<file path="config.mk">
export PLATFORM = sky130hd
export DESIGN_NAME = rsbs_ctrl
export DESIGN_NICKNAME = d
export VERILOG_FILES = /design/src/hw/rtl/rotating_slack_bin_scheduler_assert.svh /design/src/hw/rtl/rsbs_pkg.sv /design/src/hw/rtl/rsbs_ctrl.sv
export SDC_FILE = /design/constraint.sdc
export NUM_CORES = 1
export LEC_CHECK = 0
export BUFFER_PORTS_ARGS = -buffer_cell sky130_fd_sc_hd__buf_2
export CAP_MARGIN = 30
export CORE_UTILIZATION = 48
export DETAILED_ROUTE_END_ITERATION = 8
export PLACE_DENSITY = 0.74
export SLEW_MARGIN = 10
export SYNTH_ARGS = -nofsm -noshare
export SYNTH_HDL_FRONTEND = slang
export SYNTH_SLANG_ARGS = --single-unit
</file>
<file path="constraint.sdc">
create_clock -name clock -period 5.4 [get_ports clock]
set_clock_uncertainty 0.1 [all_clocks]
set_input_delay 0.27 -clock clock [delete_from_list [all_inputs] [get_ports clock]]
set_output_delay 0.27 -clock clock [all_outputs]
set_load 0.005 [all_outputs]
</file>
<file path="src/hw/rtl/rotating_slack_bin_scheduler_assert.svh">
// ---------------------------------------------------------------------------
// Assertion macros for the rotating slack-bin scheduler
// Shared concurrent-assertion shorthands, clocked on clock, gated by reset.
// ---------------------------------------------------------------------------
`ifndef ROTATING_SLACK_BIN_SCHEDULER_ASSERT_SVH
`define ROTATING_SLACK_BIN_SCHEDULER_ASSERT_SVH

// cond holds at every edge out of reset
`define RSBS_ASSERT_ALWAYS(label, cond, msg) \
   label: assert property (@(posedge clock) disable iff (reset) (cond)) else $error(msg);

// cons holds in the same cycle as ante
`define RSBS_ASSERT_IMPL(label, ante, cons, msg) \
   label: assert property (@(posedge clock) disable iff (reset) (ante) |-> (cons)) \
      else $error(msg);

// cons holds in the cycle after ante
`define RSBS_ASSERT_NEXT(label, ante, cons, msg) \
   label: assert property (@(posedge clock) disable iff (reset) (ante) |=> (cons)) \
      else $error(msg);

`endif

</file>
<file path="src/hw/rtl/rsbs_pkg.sv">
// ---------------------------------------------------------------------------
// rsbs_pkg
// Word types, command/status bundles and fixed constants of the scheduler.
// ---------------------------------------------------------------------------
package rsbs_pkg;

   localparam int TIME_W    = 32;
   localparam int SLACK_W   = 32;
   localparam int SIZE_W    = 16;
   localparam int TAG_W     = 16;
   localparam int BINIX_W   = 7;
   localparam int QP_W      = 13;
   localparam int QB_W      = 29;

   localparam int BW_W       = 32;
   localparam int TPS_W      = 30;
   localparam int BR_W       = 37;
   localparam int CSR_IDX_W  = 2;
   localparam int CSR_DATA_W = 37;

   // 8 * size * ticks_per_second fits in 49 bits
   localparam int PROD_W = 49;
   // divider: dividend covers slack + tx + bin_width - 1, divisor covers bit_rate
   localparam int DVD_W  = 51;
   localparam int DVS_W  = 37;
   localparam int VAL_W  = DVD_W + 1;

   localparam logic [BW_W-1:0]  BW_RESET  = 32'd1000000;
   localparam logic [TPS_W-1:0] TPS_RESET = 30'd1000000;
   localparam logic [BR_W-1:0]  BR_RESET  = 37'd1000000000;

   localparam logic [CSR_IDX_W-1:0] CSR_BIN_WIDTH = 2'd0;
   localparam logic [CSR_IDX_W-1:0] CSR_TICKS_PS  = 2'd1;
   localparam logic [CSR_IDX_W-1:0] CSR_BIT_RATE  = 2'd2;

   localparam logic FN_ENQ = 1'b0;
   localparam logic FN_DEQ = 1'b1;

   localparam logic [1:0] ST_ENQ   = 2'd0;
   localparam logic [1:0] ST_DROP  = 2'd1;
   localparam logic [1:0] ST_DEQ   = 2'd2;
   localparam logic [1:0] ST_EMPTY = 2'd3;

   localparam logic DIV_TX  = 1'b0;
   localparam logic DIV_BIN = 1'b1;

   typedef struct packed {
      logic                      func;
      logic [TIME_W-1:0]         time_now;
      logic signed [SLACK_W-1:0] slack;
      logic [SIZE_W-1:0]         pkt_size;
      logic [TAG_W-1:0]          pkt_tag;
   } req_word_type;

   typedef struct packed {
      logic [1:0]                status;
      logic [TAG_W-1:0]          out_tag;
      logic signed [SLACK_W-1:0] out_slack;
      logic [SIZE_W-1:0]         out_size;
      logic [BINIX_W-1:0]        bin_index;
      logic [QP_W-1:0]           queue_packets;
      logic [QB_W-1:0]           queue_bytes;
   } rsp_word_type;

   // controller -> datapath
   typedef struct packed {
      logic load;
      logic mul;
      logic rot_chk;
      logic div_start;
      logic div_sel;
      logic tx_cap;
      logic bin_one;
      logic bin_cap;
      logic meta_rd;
      logic enq_upd;
      logic scan_step;
      logic scan_sel;
      logic dq_pop;
      logic dq_fin;
   } cmd_type;

   // datapath -> controller
   typedef struct packed {
      logic req_deq;
      logic tot_zero;
      logic div_done;
      logic val_pos;
      logic scan_hit;
   } stat_type;

endpackage

</file>
<file path="src/hw/rtl/rsbs_ctrl.sv">
// ---------------------------------------------------------------------------
// rsbs_ctrl
// Operation sequencer: steps the datapath through enqueue or dequeue.
// ---------------------------------------------------------------------------
module rsbs_ctrl (
   input  logic                clock,
   input  logic                reset,
   input  logic                req_valid,
   output logic                req_ready,
   output logic                rsp_valid,
   input  logic                rsp_ready,
   input  rsbs_pkg::stat_type  stat,
   output rsbs_pkg::cmd_type   cmd
);
   import rsbs_pkg::*;

   typedef enum logic [12:0] {
      S_IDLE = 13'b0000000000001,
      S_MUL  = 13'b0000000000010,
      S_TXS  = 13'b0000000000100,
      S_DTX  = 13'b0000000001000,
      S_VAL  = 13'b0000000010000,
      S_DBIN = 13'b0000000100000,
      S_ERD  = 13'b0000001000000,
      S_ENQ  = 13'b0000010000000,
      S_SCAN = 13'b0000100000000,
      S_DRD  = 13'b0001000000000,
      S_POP  = 13'b0010000000000,
      S_FIN  = 13'b0100000000000,
      S_RSP  = 13'b1000000000000
   } state_type;

   state_type state_ff, state_in;

   always_comb begin
      state_in = state_ff;
      cmd      = '0;
      case (state_ff)
         S_IDLE: begin
            if (req_valid) begin
               cmd.load = 1'b1;
               if (!stat.req_deq)     state_in = S_MUL;
               else if (stat.tot_zero) state_in = S_RSP;
               else                   state_in = S_SCAN;
            end
         end
         S_MUL: begin
            cmd.mul     = 1'b1;
            cmd.rot_chk = 1'b1;
            state_in    = S_TXS;
         end
         S_TXS: begin
            cmd.div_start = 1'b1;
            cmd.div_sel   = DIV_TX;
            state_in      = S_DTX;
         end
         S_DTX: begin
            if (stat.div_done) begin
               cmd.tx_cap = 1'b1;
               state_in   = S_VAL;
            end
         end
         S_VAL: begin
            if (stat.val_pos) begin
               cmd.div_start = 1'b1;
               cmd.div_sel   = DIV_BIN;
               state_in      = S_DBIN;
            end else begin
               cmd.bin_one = 1'b1;
               state_in    = S_ERD;
            end
         end
         S_DBIN: begin
            cmd.div_sel = DIV_BIN;
            if (stat.div_done) begin
               cmd.bin_cap = 1'b1;
               state_in    = S_ERD;
            end
         end
         S_ERD: begin
            cmd.meta_rd = 1'b1;
            state_in    = S_ENQ;
         end
         S_ENQ: begin
            cmd.enq_upd = 1'b1;
            state_in    = S_RSP;
         end
         S_SCAN: begin
            if (stat.scan_hit) begin
               cmd.scan_sel = 1'b1;
               state_in     = S_DRD;
            end else begin
               cmd.scan_step = 1'b1;
            end
         end
         S_DRD: begin
            cmd.meta_rd = 1'b1;
            state_in    = S_POP;
         end
         S_POP: begin
            cmd.dq_pop = 1'b1;
            state_in   = S_FIN;
         end
         S_FIN: begin
            cmd.dq_fin  = 1'b1;
            cmd.rot_chk = 1'b1;
            state_in    = S_RSP;
         end
         S_RSP: begin
            if (rsp_ready) state_in = S_IDLE;
         end
         default: state_in = S_IDLE;
      endcase
   end

   always_ff @(posedge clock) begin
      if (reset) begin
         state_ff <= S_IDLE;
      end else begin
         state_ff <= state_in;
      end
   end

   assign req_ready = (state_ff == S_IDLE);
   assign rsp_valid = (state_ff == S_RSP);

endmodule

</file>
==> impl_metrics.json <==
{
  "hp-class": "in -> reg",
  "slew_viol_final": 0,
  "critical_path_class": "reg -> out",
  "p_sw_mw": 0.0712,
  "status": "complete, no violations",
  "whs_path_depth": 2,
  "die_w_um": 46.5,
  "tns_ns": 0,
  "io_buffers": 24,
  "area_growth_pct": 13.7,
  "min_period_over_period": 0.445,
  "cp_max_fo": 6,
  "min_to": "state_ff[1]$_SDFFE_PP0P_",
  "syn_area_um2": 951,
  "cts_tree": "built",
  "ios": 25,
  "via_per_inst": 5.87,
  "dr.pass1.iters": 4,
  "dp.cells": 169,
  "p_int_mw": 0.148,
  "synth.avg_cell_area_um2": 7.49,
  "final_common_cell": "buf_2",
  "crit_chain": "nor4_1 -> nand4_1 -> or3_1 -> inv_1 -> buf_2",
  "fin_crit_ns": 2.40,
  "rrSetupSlack_ns": 3.19,
  "clk_path_buf_depth": 2,
  "dr.first_iter.drc_count": 65,
  "antenna_found_initial": 0,
  "critPathMaxStageDelay_ns": 0.55,
  "worstSetupStartpointType": "register",
  "required_ns": 5.03,
  "routabilityCongestion": 0.856,
  "rsz0062_at_grt": "no",
  "p_comb_frac": 0.236,
  "cts_resized": 0,
  "critPathTopFamily": "simple AND/OR/NAND/NOR gates",
  "drive_above_1_share": 0.236,
  "r2r_start": "state_ff[7]$_SDFFE_PP0P_",
  "clk_pin_slew_ns": 0.08,
  "routedWlPerCell_um": 14.6,
  "cp_num_buf_inv": 2,
  "grt_usage": 0.261,
  "worst_pin_slew_ns": 0.563,
  "synthFlopType": "dfxtp_1",
  "clkPwrFrac": 0.295,
  "slowest_stage": "nor4_1",
  "grt_max_degree": 10,
  "fillCellCount": 168,
  "synth-edff-count": 0,
  "initial_core_util": 0.533,
  "regMostFlops": "state_ff",
  "diodes": 0,
  "globalRoute.totalOverflow": 0,
  "htree_levels": 1,
  "setup.worst_path.end_class": "output port",
  "swShare": 0.325,
  "reg_top3": "state_ff (13)",
  "p_leak_nw": 0.512,
  "ys_async_sr_fraction": 0,
  "setup_viol": 0,
  "yosys_register_bits": 13,
  "cp.arrival_ns": 2.03,
  "clk_latency_ns": 0.29,
  "hold_buffers": 0,
  "synth.distinct_cells": 36,
  "cts_post_setup_buffers_inserted": 0,
  "seq_area_frac_synth": 0.274,
  "final_area_um2": 1080,
  "ir_drop_mv": 0.134,
  "instances_no_fill": 173,
  "reg2reg_to": "state_ff[12]$_SDFFE_PP0P_",
  "largest_reg_flops": 13,
  "r2r_cells": 5,
  "cts_made_buffers": 3,
  "yosys_warnings": 0,
  "hold_viol_final": 0,
  "netlist_instances": 127,
  "placed_cell_area_um2": 1050,
  "final_cell_mix": "buf_2 (24), nor2_1 (21), dfxtp_1 (13), nand2_1 (11)",
  "max_cap_viol_count": 0,
  "routed-via-count": 1015,
  "dp_hpwl_um": 1860,
  "slew_headroom": 0.621,
  "nets": 158,
  "final_util": 0.606,
  "p_per_area_nw_per_um2": 203,
  "design.core.area_um2": 1780,
  "grt_pass1_vias": 860,
  "drc": 0,
  "antenna_left": 0,
  "fmax_mhz": 416,
  "pwr-share-seq": 0.469,
  "rows": 15,
  "hp-start": "stat[4]",
  "cts.sinks": 13,
  "syn_nets": 136,
  "dieHeight_um": 46.5,
  "routed_wl_um": 2530,
  "grt_pass1_wl_um": 3860,
  "dieArea_um2": 2160,
  "cts-root-buf": "clkbuf_4"
}
cells in the mapped netlist (all sizes together) (2+ instances only):
library cell | count | area (µm²)
or4 | 4 | 33.8
nor3b | 3 | 27.5
nor4b | 2 | 23.8
o21ai | 4 | 23.8
xnor2 | 4 | 35.0
or3 | 3 | 18.8
or2 | 2 | 12.5
buf | 6 | 42.5
nand2b | 5 | 31.3
nor3 | 8 | 45.0
dfxtp | 13 | 260
nand4 | 2 | 12.5
nor2 | 22 | 85.1
nand2 | 11 | 41.3
xor2 | 3 | 26.3
nand4b | 7 | 61.3
inv | 5 | 18.8
a21oi | 4 | 20.0
and3 | 4 | 25.0
nor4 | 5 | 31.3
nor2b | 2 | 12.5
power by group through the flow:
stage          Clock (mW)  Combinational [mW]  Sequential [mW]
2_1_floorplan           0              0.0375            0.103
3_3_place_gp            0              0.0505            0.105
3_5_place_dp            0              0.0509            0.105
4_1_cts            0.0681              0.0510            0.102
5_1_grt            0.0697              0.0570            0.103
6_report           0.0646              0.0518            0.103
worst reg2reg max path: stages (launching register included):
cell     delay [ns]
dfxtp_1        0.42
or4_1          0.54
or4_1          0.43
nor2_2         0.14
or4_1          0.36
o21ai_2        0.11
worst max-delay path by stage:
stage          slack [ns]                     start  depth (start not counted)                   endpoint
2_1_floorplan        3.48  state_ff[7]$_SDFFE_PP0P_                          7  state_ff[12]$_SDFFE_PP0P_
3_3_place_gp         3.24  state_ff[7]$_SDFFE_PP0P_                          5   state_ff[6]$_SDFFE_PP0P_
3_5_place_dp         3.23  state_ff[7]$_SDFFE_PP0P_                          5  state_ff[12]$_SDFFE_PP0P_
4_1_cts              3.02  state_ff[1]$_SDFFE_PP0P_                          5                     cmd[3]
5_1_grt              2.82  state_ff[1]$_SDFFE_PP0P_                          5                     cmd[3]
6_report             3.00  state_ff[1]$_SDFFE_PP0P_                          5                     cmd[3]
final cells by class:
| type | count | area [µm²] | area share |
|---|---|---|---|
| multi-input combinational | 102 | 624 | 0.578 |
| timing repair buffer | 24 | 120 | 0.111 |
| sequential | 13 | 260 | 0.241 |
| clock buffer | 4 | 26.3 | 0.0243 |
| inverter | 5 | 18.8 | 0.0174 |
| tap | 25 | 31.3 | 0.0289 |
cells by family (layout without fill, tap and decap cells):
kind of cell,after synthesis,in the layout,synth area share
simple gates,81,81,0.492
buf+inv,12,33,0.0697
mux,1,1,0.0105
xor+xnor,7,7,0.0645
flops,13,13,0.274
compound gates,13,13,0.0895
metrics by stage:
step / setup WS, ns / power (mW) / hold WS [ns]
after floorplan: 3.48 / 0.141 / 0.239
after detailed placement: 3.23 / 0.156 / 0.395
after global placement: 3.24 / 0.155 / 0.398
after global routing: 2.82 / 0.230 / 0.0964
after CTS: 3.02 / 0.222 / 0.0804
final: 3.00 / 0.219 / 0.105
routing by layer:
metal / vias up / GRT usage / wire, µm
li1: 495 / - / -
met1: 464 / 0.354 / 1150
met2: 48 / 0.397 / 1140
met3: 8 / 0.0510 / 191
met4: 0 / 0.106 / 55
met5: - / 0 / 0
Power figures use the tool's default switching activity.
